--- src/rtl/shbq_pkg.sv ---
// Shared types and constants for the side-chain high-pass / low-pass biquad cascade.
// Holds payload structs, register indexes, the sequencer control word and datapath sizes.
// No dependencies.
`timescale 1ns / 1ps

package shbq_pkg;

  // Sample width is fixed by the payload words
  localparam int SAMPLE_BITS         = 24;
  // Feedforward sum x + x2 +/- 2*x1 needs two extra bits
  localparam int FF_BITS             = SAMPLE_BITS + 2;
  // Two's complement accumulator, wraps
  localparam int ACC_BITS            = 64;
  localparam int COEF_FRAC_BITS_DEF  = 22;
  localparam int CFG_INDEX_BITS      = 3;

  // Configuration register indexes
  typedef enum logic [CFG_INDEX_BITS-1:0] {
    REG_ENABLES = 3'd0,
    REG_HP_B0   = 3'd1,
    REG_HP_A1   = 3'd2,
    REG_HP_A2   = 3'd3,
    REG_LP_B0   = 3'd4,
    REG_LP_A1   = 3'd5,
    REG_LP_A2   = 3'd6
  } cfg_reg_t;

  // Section select
  localparam logic SEC_HP = 1'b0;
  localparam logic SEC_LP = 1'b1;

  // Multiplier operand pair select
  typedef enum logic [1:0] {
    OP_FF  = 2'd0,
    OP_FB1 = 2'd1,
    OP_FB2 = 2'd2
  } op_sel_t;

  // Input word
  typedef struct packed {
    logic                          action;
    logic signed [SAMPLE_BITS-1:0] sample_in;
  } shbq_in_t;

  // Result word
  typedef struct packed {
    logic signed [SAMPLE_BITS-1:0] sample_out;
    logic                          clipped;
  } shbq_out_t;

  // Control word from the sequencer to the datapath
  typedef struct packed {
    logic    start;       // load sample, clear clip flag
    logic    clear_hist;  // zero both histories
    logic    ff_en;       // register the feedforward sum
    logic    mul_en;      // register one product
    op_sel_t op;          // which coefficient/data pair
    logic    acc_init;    // acc = product + rounding constant
    logic    acc_sub;     // acc = acc - product
    logic    fin;         // saturate, update history
    logic    sec;         // section in flight
    logic    out_load;    // move result into output register
  } shbq_ctl_t;

endpackage

--- src/rtl/sidechain_hpf_lpf_biquad_cascade.sv ---
// Top level of the side-chain high-pass / low-pass biquad cascade: configuration
// registers, filter history, operand selection and output register.
// Depends on shbq_pkg, shbq_ctrl and shbq_mac.
`timescale 1ns / 1ps

// Each sample runs through an optional direct-form-I high-pass biquad and then an
// optional low-pass biquad (bit0 / bit1 of the enables register), with Q2.COEF_FRAC_BITS
// coefficients b0, a1, a2 per section. All products go through one shared multiplier
// under a small sequencer, three products per enabled section (b0 times the folded
// feedforward sum, a1*y1, a2*y2), so the block takes one word at a time. The result
// is offered once every enabled section has run; the sequencer returns to idle as it
// loads the result into the output register and accepts the next word from there,
// even while that result still waits. A full output register holds the sequencer until
// the waiting result is taken. A clear word zeroes all history in its accept cycle and
// gives no result. Write configuration only while no word is in flight.
module sidechain_hpf_lpf_biquad_cascade #(
  parameter int COEF_FRAC_BITS = shbq_pkg::COEF_FRAC_BITS_DEF
) (
  input  logic                                     clk,
  input  logic                                     rst_n,
  input  logic                                     in_valid,
  output logic                                     in_ready,
  input  shbq_pkg::shbq_in_t                       in_data,
  output logic                                     out_valid,
  input  logic                                     out_ready,
  output shbq_pkg::shbq_out_t                      out_data,
  input  logic                                     cfg_we,
  input  logic [shbq_pkg::CFG_INDEX_BITS-1:0]      cfg_index,
  input  logic [COEF_FRAC_BITS+1:0]                cfg_wdata
);
  import shbq_pkg::*;

  localparam int COEF_BITS = COEF_FRAC_BITS + 2;

  // Configuration
  logic [1:0]                  enables_r;
  logic [COEF_BITS-2:0]        hp_b0_r, lp_b0_r;
  logic signed [COEF_BITS-1:0] hp_a1_r, hp_a2_r, lp_a1_r, lp_a2_r;

  // History: [0] x[n-1], [1] x[n-2], [2] y[n-1], [3] y[n-2]
  logic signed [SAMPLE_BITS-1:0] hp_h_r [4];
  logic signed [SAMPLE_BITS-1:0] lp_h_r [4];

  logic signed [SAMPLE_BITS-1:0] x_r;
  logic                          clip_r;
  logic signed [FF_BITS-1:0]     ff_r, ff_nxt;
  logic signed [SAMPLE_BITS-1:0] h0, h1, h2, h3;
  logic signed [COEF_BITS-1:0]   op_coef;
  logic signed [FF_BITS-1:0]     op_data;
  logic signed [SAMPLE_BITS-1:0] y;
  logic                          sat;
  logic                          out_valid_r;
  shbq_out_t                     out_data_r;
  shbq_ctl_t                     ctl;

  // Write configuration registers
  always_ff @(posedge clk) begin
    if (!rst_n) begin
      enables_r <= '0;
      hp_b0_r   <= '0;
      hp_a1_r   <= '0;
      hp_a2_r   <= '0;
      lp_b0_r   <= '0;
      lp_a1_r   <= '0;
      lp_a2_r   <= '0;
    end else if (cfg_we) begin
      unique case (cfg_index)
        REG_ENABLES: enables_r <= cfg_wdata[1:0];
        REG_HP_B0:   hp_b0_r   <= cfg_wdata[COEF_BITS-2:0];
        REG_HP_A1:   hp_a1_r   <= cfg_wdata;
        REG_HP_A2:   hp_a2_r   <= cfg_wdata;
        REG_LP_B0:   lp_b0_r   <= cfg_wdata[COEF_BITS-2:0];
        REG_LP_A1:   lp_a1_r   <= cfg_wdata;
        REG_LP_A2:   lp_a2_r   <= cfg_wdata;
        default:     ;
      endcase
    end
  end

  shbq_ctrl u_ctrl (
    .clk       (clk),
    .rst_n     (rst_n),
    .in_valid  (in_valid),
    .action    (in_data.action),
    .enables   (enables_r),
    .out_valid (out_valid_r),
    .out_ready (out_ready),
    .in_ready  (in_ready),
    .ctl       (ctl)
  );

  // Pick the history of the section in flight
  assign h0 = (ctl.sec == SEC_LP) ? lp_h_r[0] : hp_h_r[0];
  assign h1 = (ctl.sec == SEC_LP) ? lp_h_r[1] : hp_h_r[1];
  assign h2 = (ctl.sec == SEC_LP) ? lp_h_r[2] : hp_h_r[2];
  assign h3 = (ctl.sec == SEC_LP) ? lp_h_r[3] : hp_h_r[3];

  // Feedforward sum: high-pass subtracts 2*x1, low-pass adds it
  always_comb begin
    if (ctl.sec == SEC_LP) begin
      ff_nxt = FF_BITS'(x_r) + FF_BITS'(h1) + (FF_BITS'(h0) <<< 1);
    end else begin
      ff_nxt = FF_BITS'(x_r) + FF_BITS'(h1) - (FF_BITS'(h0) <<< 1);
    end
  end

  always_ff @(posedge clk) begin
    if (ctl.ff_en) begin
      ff_r <= ff_nxt;
    end
  end

  // Select multiplier operands
  always_comb begin
    unique case (ctl.op)
      OP_FF: begin
        op_coef = (ctl.sec == SEC_LP) ? signed'({1'b0, lp_b0_r}) : signed'({1'b0, hp_b0_r});
        op_data = ff_r;
      end
      OP_FB1: begin
        op_coef = (ctl.sec == SEC_LP) ? lp_a1_r : hp_a1_r;
        op_data = FF_BITS'(h2);
      end
      OP_FB2: begin
        op_coef = (ctl.sec == SEC_LP) ? lp_a2_r : hp_a2_r;
        op_data = FF_BITS'(h3);
      end
      default: begin
        op_coef = '0;
        op_data = '0;
      end
    endcase
  end

  shbq_mac #(
    .COEF_FRAC_BITS (COEF_FRAC_BITS)
  ) u_mac (
    .clk     (clk),
    .ctl     (ctl),
    .op_coef (op_coef),
    .op_data (op_data),
    .y       (y),
    .sat     (sat)
  );

  // Hold the running sample and clip flag
  always_ff @(posedge clk) begin
    if (ctl.start) begin
      x_r    <= in_data.sample_in;
      clip_r <= 1'b0;
    end else if (ctl.fin) begin
      x_r    <= y;
      clip_r <= clip_r | sat;
    end
  end

  // Shift history of the finished section; clear on request
  always_ff @(posedge clk) begin
    if (!rst_n || ctl.clear_hist) begin
      for (int i = 0; i < 4; i++) begin
        hp_h_r[i] <= '0;
        lp_h_r[i] <= '0;
      end
    end else if (ctl.fin) begin
      if (ctl.sec == SEC_LP) begin
        lp_h_r[1] <= lp_h_r[0];
        lp_h_r[0] <= x_r;
        lp_h_r[3] <= lp_h_r[2];
        lp_h_r[2] <= y;
      end else begin
        hp_h_r[1] <= hp_h_r[0];
        hp_h_r[0] <= x_r;
        hp_h_r[3] <= hp_h_r[2];
        hp_h_r[2] <= y;
      end
    end
  end

  // Output register
  always_ff @(posedge clk) begin
    if (!rst_n) begin
      out_valid_r <= 1'b0;
    end else if (ctl.out_load) begin
      out_valid_r <= 1'b1;
    end else if (out_ready) begin
      out_valid_r <= 1'b0;
    end
  end

  always_ff @(posedge clk) begin
    if (ctl.out_load) begin
      out_data_r.sample_out <= x_r;
      out_data_r.clipped    <= clip_r;
    end
  end

  assign out_valid = out_valid_r;
  assign out_data  = out_data_r;

endmodule

--- src/rtl/shbq_mac.sv ---
// Shared multiply-accumulate unit of the biquad cascade, with rounding and saturation.
// One signed product per cycle into a product register, accumulated the cycle after.
// Depends on shbq_pkg.
`timescale 1ns / 1ps

module shbq_mac #(
  parameter int COEF_FRAC_BITS = shbq_pkg::COEF_FRAC_BITS_DEF
) (
  input  logic                                     clk,
  input  shbq_pkg::shbq_ctl_t                      ctl,
  input  logic signed [COEF_FRAC_BITS+1:0]         op_coef,
  input  logic signed [shbq_pkg::FF_BITS-1:0]      op_data,
  output logic signed [shbq_pkg::SAMPLE_BITS-1:0]  y,
  output logic                                     sat
);
  import shbq_pkg::*;

  localparam int COEF_BITS = COEF_FRAC_BITS + 2;
  localparam int PROD_BITS = COEF_BITS + FF_BITS;
  localparam logic signed [ACC_BITS-1:0] ROUND = ACC_BITS'(1) << (COEF_FRAC_BITS - 1);

  logic signed [PROD_BITS-1:0] prod_r;
  logic signed [ACC_BITS-1:0]  acc_r;
  logic signed [ACC_BITS-1:0]  prod_ext;
  logic signed [ACC_BITS-1:0]  shifted;
  logic [ACC_BITS-SAMPLE_BITS:0] hi_bits;
  logic                        fits;

  // Register one product
  always_ff @(posedge clk) begin
    if (ctl.mul_en) begin
      prod_r <= op_coef * op_data;
    end
  end

  assign prod_ext = ACC_BITS'(prod_r);

  // Accumulate, wrapping at the accumulator width
  always_ff @(posedge clk) begin
    if (ctl.acc_init) begin
      acc_r <= prod_ext + ROUND;
    end else if (ctl.acc_sub) begin
      acc_r <= acc_r - prod_ext;
    end
  end

  // Drop fraction bits, then clamp to the sample range
  assign shifted = acc_r >>> COEF_FRAC_BITS;
  assign hi_bits = shifted[ACC_BITS-1:SAMPLE_BITS-1];
  assign fits    = (&hi_bits) | ~(|hi_bits);
  assign sat     = ~fits;
  assign y       = fits ? shifted[SAMPLE_BITS-1:0]
                        : {shifted[ACC_BITS-1], {(SAMPLE_BITS-1){~shifted[ACC_BITS-1]}}};

endmodule

--- src/rtl/shbq_ctrl.sv ---
// Sequencer of the biquad cascade: steps the shared multiply-accumulate unit
// through the enabled sections and hands the result to the output register. Depends on shbq_pkg.
`timescale 1ns / 1ps

module shbq_ctrl (
  input  logic                clk,
  input  logic                rst_n,
  input  logic                in_valid,
  input  logic                action,
  input  logic [1:0]          enables,
  input  logic                out_valid,
  input  logic                out_ready,
  output logic                in_ready,
  output shbq_pkg::shbq_ctl_t ctl
);
  import shbq_pkg::*;

  typedef enum logic [7:0] {
    ST_IDLE = 8'b0000_0001,
    ST_FF   = 8'b0000_0010,
    ST_MB   = 8'b0000_0100,
    ST_MA1  = 8'b0000_1000,
    ST_MA2  = 8'b0001_0000,
    ST_ACC  = 8'b0010_0000,
    ST_SAT  = 8'b0100_0000,
    ST_DONE = 8'b1000_0000
  } state_t;

  state_t state_r, state_nxt;
  logic   sec_r, sec_nxt;
  logic   out_free;

  assign out_free = ~out_valid | out_ready;

  // Next state and control word
  always_comb begin
    state_nxt = state_r;
    sec_nxt   = sec_r;
    in_ready  = 1'b0;
    ctl       = '0;
    ctl.op    = OP_FF;
    ctl.sec   = sec_r;
    unique case (state_r)
      ST_IDLE: begin
        in_ready = 1'b1;
        if (in_valid) begin
          if (action) begin
            ctl.clear_hist = 1'b1;
          end else begin
            ctl.start = 1'b1;
            priority if (enables[0]) begin
              sec_nxt   = SEC_HP;
              state_nxt = ST_FF;
            end else if (enables[1]) begin
              sec_nxt   = SEC_LP;
              state_nxt = ST_FF;
            end else begin
              state_nxt = ST_DONE;
            end
          end
        end
      end
      ST_FF: begin
        ctl.ff_en = 1'b1;
        state_nxt = ST_MB;
      end
      ST_MB: begin
        ctl.mul_en = 1'b1;
        ctl.op     = OP_FF;
        state_nxt  = ST_MA1;
      end
      ST_MA1: begin
        ctl.mul_en   = 1'b1;
        ctl.op       = OP_FB1;
        ctl.acc_init = 1'b1;
        state_nxt    = ST_MA2;
      end
      ST_MA2: begin
        ctl.mul_en  = 1'b1;
        ctl.op      = OP_FB2;
        ctl.acc_sub = 1'b1;
        state_nxt   = ST_ACC;
      end
      ST_ACC: begin
        ctl.acc_sub = 1'b1;
        state_nxt   = ST_SAT;
      end
      ST_SAT: begin
        ctl.fin = 1'b1;
        if ((sec_r == SEC_HP) && enables[1]) begin
          sec_nxt   = SEC_LP;
          state_nxt = ST_FF;
        end else begin
          state_nxt = ST_DONE;
        end
      end
      ST_DONE: begin
        if (out_free) begin
          ctl.out_load = 1'b1;
          state_nxt    = ST_IDLE;
        end
      end
      default: begin
        state_nxt = ST_IDLE;
      end
    endcase
  end

  // Advance
  always_ff @(posedge clk) begin
    if (!rst_n) begin
      state_r <= ST_IDLE;
      sec_r   <= SEC_HP;
    end else begin
      state_r <= state_nxt;
      sec_r   <= sec_nxt;
    end
  end

endmodule

--- config.mk ---
export PLATFORM = sky130hd
export DESIGN_NAME = sidechain_hpf_lpf_biquad_cascade
export DESIGN_NICKNAME = d
export VERILOG_FILES = /design/src/rtl/shbq_pkg.sv /design/src/rtl/sidechain_hpf_lpf_biquad_cascade.sv /design/src/rtl/shbq_mac.sv /design/src/rtl/shbq_ctrl.sv
export SDC_FILE = /design/constraint.sdc
export NUM_CORES = 2
export LEC_CHECK = 0
export BUFFER_PORTS_ARGS = -buffer_cell sky130_fd_sc_hd__buf_2
export CAP_MARGIN = 20
export CORE_MARGIN = 4
export CORE_UTILIZATION = 50
export CTS_CLUSTER_SIZE = 24
export DETAILED_ROUTE_END_ITERATION = 8
export PLACE_DENSITY = 0.68
export SLEW_MARGIN = 10
export SYNTH_ARGS = -nofsm -noshare
export SYNTH_HDL_FRONTEND = slang
export SYNTH_HIERARCHICAL = 1
export SYNTH_SLANG_ARGS = --single-unit
export TNS_END_PERCENT = 20
--- constraint.sdc ---
create_clock -name clk -period 8.8 [get_ports clk]
set_clock_uncertainty 0.1 [all_clocks]
set_input_delay 1.76 -clock clk [delete_from_list [all_inputs] [get_ports clk]]
set_output_delay 1.76 -clock clk [all_outputs]
set_load 0.02 [all_outputs]
==> impl_metrics.csv <==
group,metric,value,unit
setup_path,critPathRequiredTime,9.08,ns
synth,synth_top_cell_by_area,"fa_1",
worst_hold_path,hold_start,"clip_r$_SDFFE_PP0P_",
final_layout,fillers,9167,
setup_path,r2r-end,"u_mac/prod_r[37]$_DFFE_PP_",
clock_tree,insertion_delay,0.64,ns
synth,ys.flop_type,"edfxtp_1",
pwr,power,8.752,mW
grt,grt_max_degree,143,
clock_tree,cts_max_level,2,
pwr,irDropWorstVdd,0.0001636,V
setup_path,arrival,8.95,ns
synth,yosys.area_share.adder,0.3071,
detailed_routing,dr_total_vias,39461,
detailed_routing,vias_per_cell,5.571,
setup_path,cp-start-kind,"register",
timing,report.final.slew_viol_count,0,
clock_tree,cts_buffer_depth,3,
worst_hold_path,whs_path_depth,0,
timing,post-route-period-util,0.9849,
setup_path,r2r_start,"u_ctrl/state_r[7]$_SDFFE_PN0P_",
timing,tightestPinTransition,1.119,ns
pwr,p_leak,25.57,nW
clock_tree,cts_tree,"built",
detailed_routing,drc,0,
grt,grt_pass1_wl,222400,um
synth,yosysTopAreaCellShare,0.2477,
synth,synth_area,0.05286,sq mm
place,dp_hpwl,104000,um
grt,grt_pass1_vias,40847,
detailed_routing,ant_nets,0,
final_layout,drive_gt1_frac,0.1186,
floorplanning,start_util,0.5029,
synth,ys_top_cells_by_count,"nand2_1, inv_1, fa_1",
grt,grtUsageTotal,0.2490,
timing,setup_ws,0.1330,ns
worst_hold_path,hold_class,"reg2reg",
synth,yosysSeqAreaShare,0.2751,
final_layout,multi_input_area,0.03518,sq mm
setup_path,reg2reg_slack,0.13,ns
floorplanning,core.rowCount,119,
synth,synth_area_leaders,"fa_1, edfxtp_1, ha_1, and2_1, dfxtp_1",
synth,synth_compound_area_frac,0.1093,
grt,grt_overflow,0,
final_layout,layout.nets,6608,
synth,syn_avg_cell_area,9.554,sq um
pwr,p_per_area,146.8,mW/mm^2
synth,synth_edf_count,381,
synth,synth_top_family_by_area,"adder cells",
setup_path,critPathMaxFanout,18,
floorplanning,ios,84,
detailed_routing,drt_iter0_drc,2902,
synth,muxShareOfSynthArea,0.03091,
clock_tree,clkTransAtPathRegs,0.06,ns
floorplanning,core,0.1051,sq mm
timing,max_freq,115.4,MHz
synth,synth_most_common_cell,"nand2_1",
setup_path,critPathSlowestCell,"fa_1",
setup_path,path_class,"reg2reg",
grt,antenna_found_initial,5,
setup_path,max_stage_delay,0.61,ns
synth,synth_xor_area_frac,0.03198,
timing,slew_headroom,0.2538,
synth,async_flop_share,0,
synth,netlist_instances,5533,
synth,synthesis.nets,6495,
synth,yosys_warnings,6,
timing,tns,0,ns
setup_path,r2r_cells,36,
timing,fin_hold_ws,0.3482,ns
detailed_routing,wl_per_cell,19.94,um
final_layout,area_growth,12.80,%
clock_tree,cts.sinks,536,
run_status,status,"completed",
setup_path,critPathCaptureType,"register",
synth,ys_types,99,
detailed_routing,first_pass_iters,5,
flow_run,drv_cap,0,
clock_tree,cts_made_buffers,57,
clock_tree,root_buffer,"clkbuf_16",
floorplanning,die-area,0.1110,sq mm
synth,yosys.area_share.simple,0.1699,
setup_path,crit_top_cell,"fa_1",
place,place_congestion,0.8839,
place,dp_slack,-0.2761,ns
detailed_routing,routed_wl,141200,um
timing,setup_viol_count_final,0,
final_layout,regArea,0.01455,sq mm
final_layout,fin_util,0.5673,
synth,synth_seq_cells,536,
worst_hold_path,min_to,"out_data[0]$_DFFE_PP_",
place,port_buffers,83,
timing,hold_viol,0,
floorplanning,die_x,333.2,um
timing,fin_crit,8.667,ns
timing,rsz0062_at_grt,"yes",
floorplanning,die_h,333.2,um
[where the power goes]
part	internal (mW)	switching (mW)	total, mW
clock	1.47	1.06	2.53
sequential	2.90	0.0560	2.96
combinational	1.41	1.86	3.27
[kinds of logic after synthesis]
kind of cell	after synthesis
compound gates	877
xor+xnor	193
fa+ha+maj	905
buf+inv	1052
flops	536
mux	157
simple gates	1813
[routing by layer]
metal | vias to the layer above | track usage | wire length [um]
met5 | - | 0 | 18
met4 | 2 | 0.08139 | 5613
met3 | 284 | 0.02347 | 7398
met2 | 1086 | 0.4417 | 70100
met1 | 19884 | 0.3220 | 58100
li1 | 18205 | - | -
[registers in the layout, indices dropped and copies added, names as in the netlist, 8 cells and up]
signal,count
ff_r,26
hp_a1_r,24
hp_a2_r,24
hp_b0_r,23
hp_h_r,96
lp_a1_r,24
lp_a2_r,24
lp_b0_r,23
lp_h_r,96
out_data,25
u_ctrl/state_r,8
u_mac/acc_r,64
u_mac/prod_r,50
x_r,24
[critical path, delay by kind of cell, from the launching register on]
kind,cells,cell delay [ns]
adder cells (fa/ha/maj),8,3.78
AO/OA/AOI/OAI,9,1.59
buffers and inverters,11,1.41
AND/OR/NAND/NOR,7,1.09
flip-flops,1,0.34
XOR/XNOR,1,0.11
[layout make-up]
cell class	count	area share
multi-input combinational	3946	0.5899
sequential	536	0.2440
timing repair buffer	331	0.05552
inverter	774	0.04893
tap	1391	0.02919
clock buffer	69	0.02503
clock inverter	35	0.007323
antenna	1	0.00004196
[cells in the final DEF (no fill, tap or decap), types with 81 or more instances in the layout]
| cell type | instances |
|---|---|
| buf_2 | 82 |
| inv_1 | 767 |
| edfxtp_1 | 381 |
| and2_1 | 495 |
| nor2_1 | 166 |
| ha_1 | 243 |
| a21boi_0 | 146 |
| buf_4 | 166 |
| fa_1 | 639 |
| o21ai_0 | 157 |
| nand2_1 | 788 |
| mux2i_1 | 102 |
| a21o_1 | 81 |
| dfxtp_1 | 150 |
| a21oi_1 | 192 |
| xnor2_1 | 147 |
[stage by stage]
step                      cell area [sq um]  instances
after global placement                56190       6906
final                                 59630       7083
after CTS                             58420       7024
after detailed placement              56220       6908
after global routing                  59630       7082
after floorplan                       52880       5533
[timing repair]
action                     4_1_cts  5_1_grt
pin swaps                        3       64
setup endpoints to repair       11       21
gates cloned                     3       13
gates resized for setup         17      111
hold buffers                     0        0
buffers inserted                 9       47
[how the worst max path moves through the flow]
stage / start / to / slack [ns] / cells past startpoint
6_report: u_ctrl/state_r[7]$_SDFFE_PN0P_ / u_mac/prod_r[37]$_DFFE_PP_ / 0.13 / 36
5_1_grt: u_ctrl/state_r[7]$_SDFFE_PN0P_ / u_mac/prod_r[37]$_DFFE_PP_ / -0.18 / 38
4_1_cts: u_ctrl/state_r[6]$_SDFFE_PN0P_ / u_mac/prod_r[49]$_DFFE_PP_ / -0.04 / 37
3_5_place_dp: u_ctrl/state_r[7]$_SDFFE_PN0P_ / u_mac/prod_r[46]$_DFFE_PP_ / -0.28 / 35
3_3_place_gp: u_ctrl/state_r[7]$_SDFFE_PN0P_ / u_mac/prod_r[46]$_DFFE_PP_ / -0.24 / 35
2_1_floorplan: u_ctrl/state_r[0]$_SDFFE_PN1P_ / u_mac/prod_r[49]$_DFFE_PP_ / 0.03 / 33
Note: power is estimated with default switching activity, not from simulation.
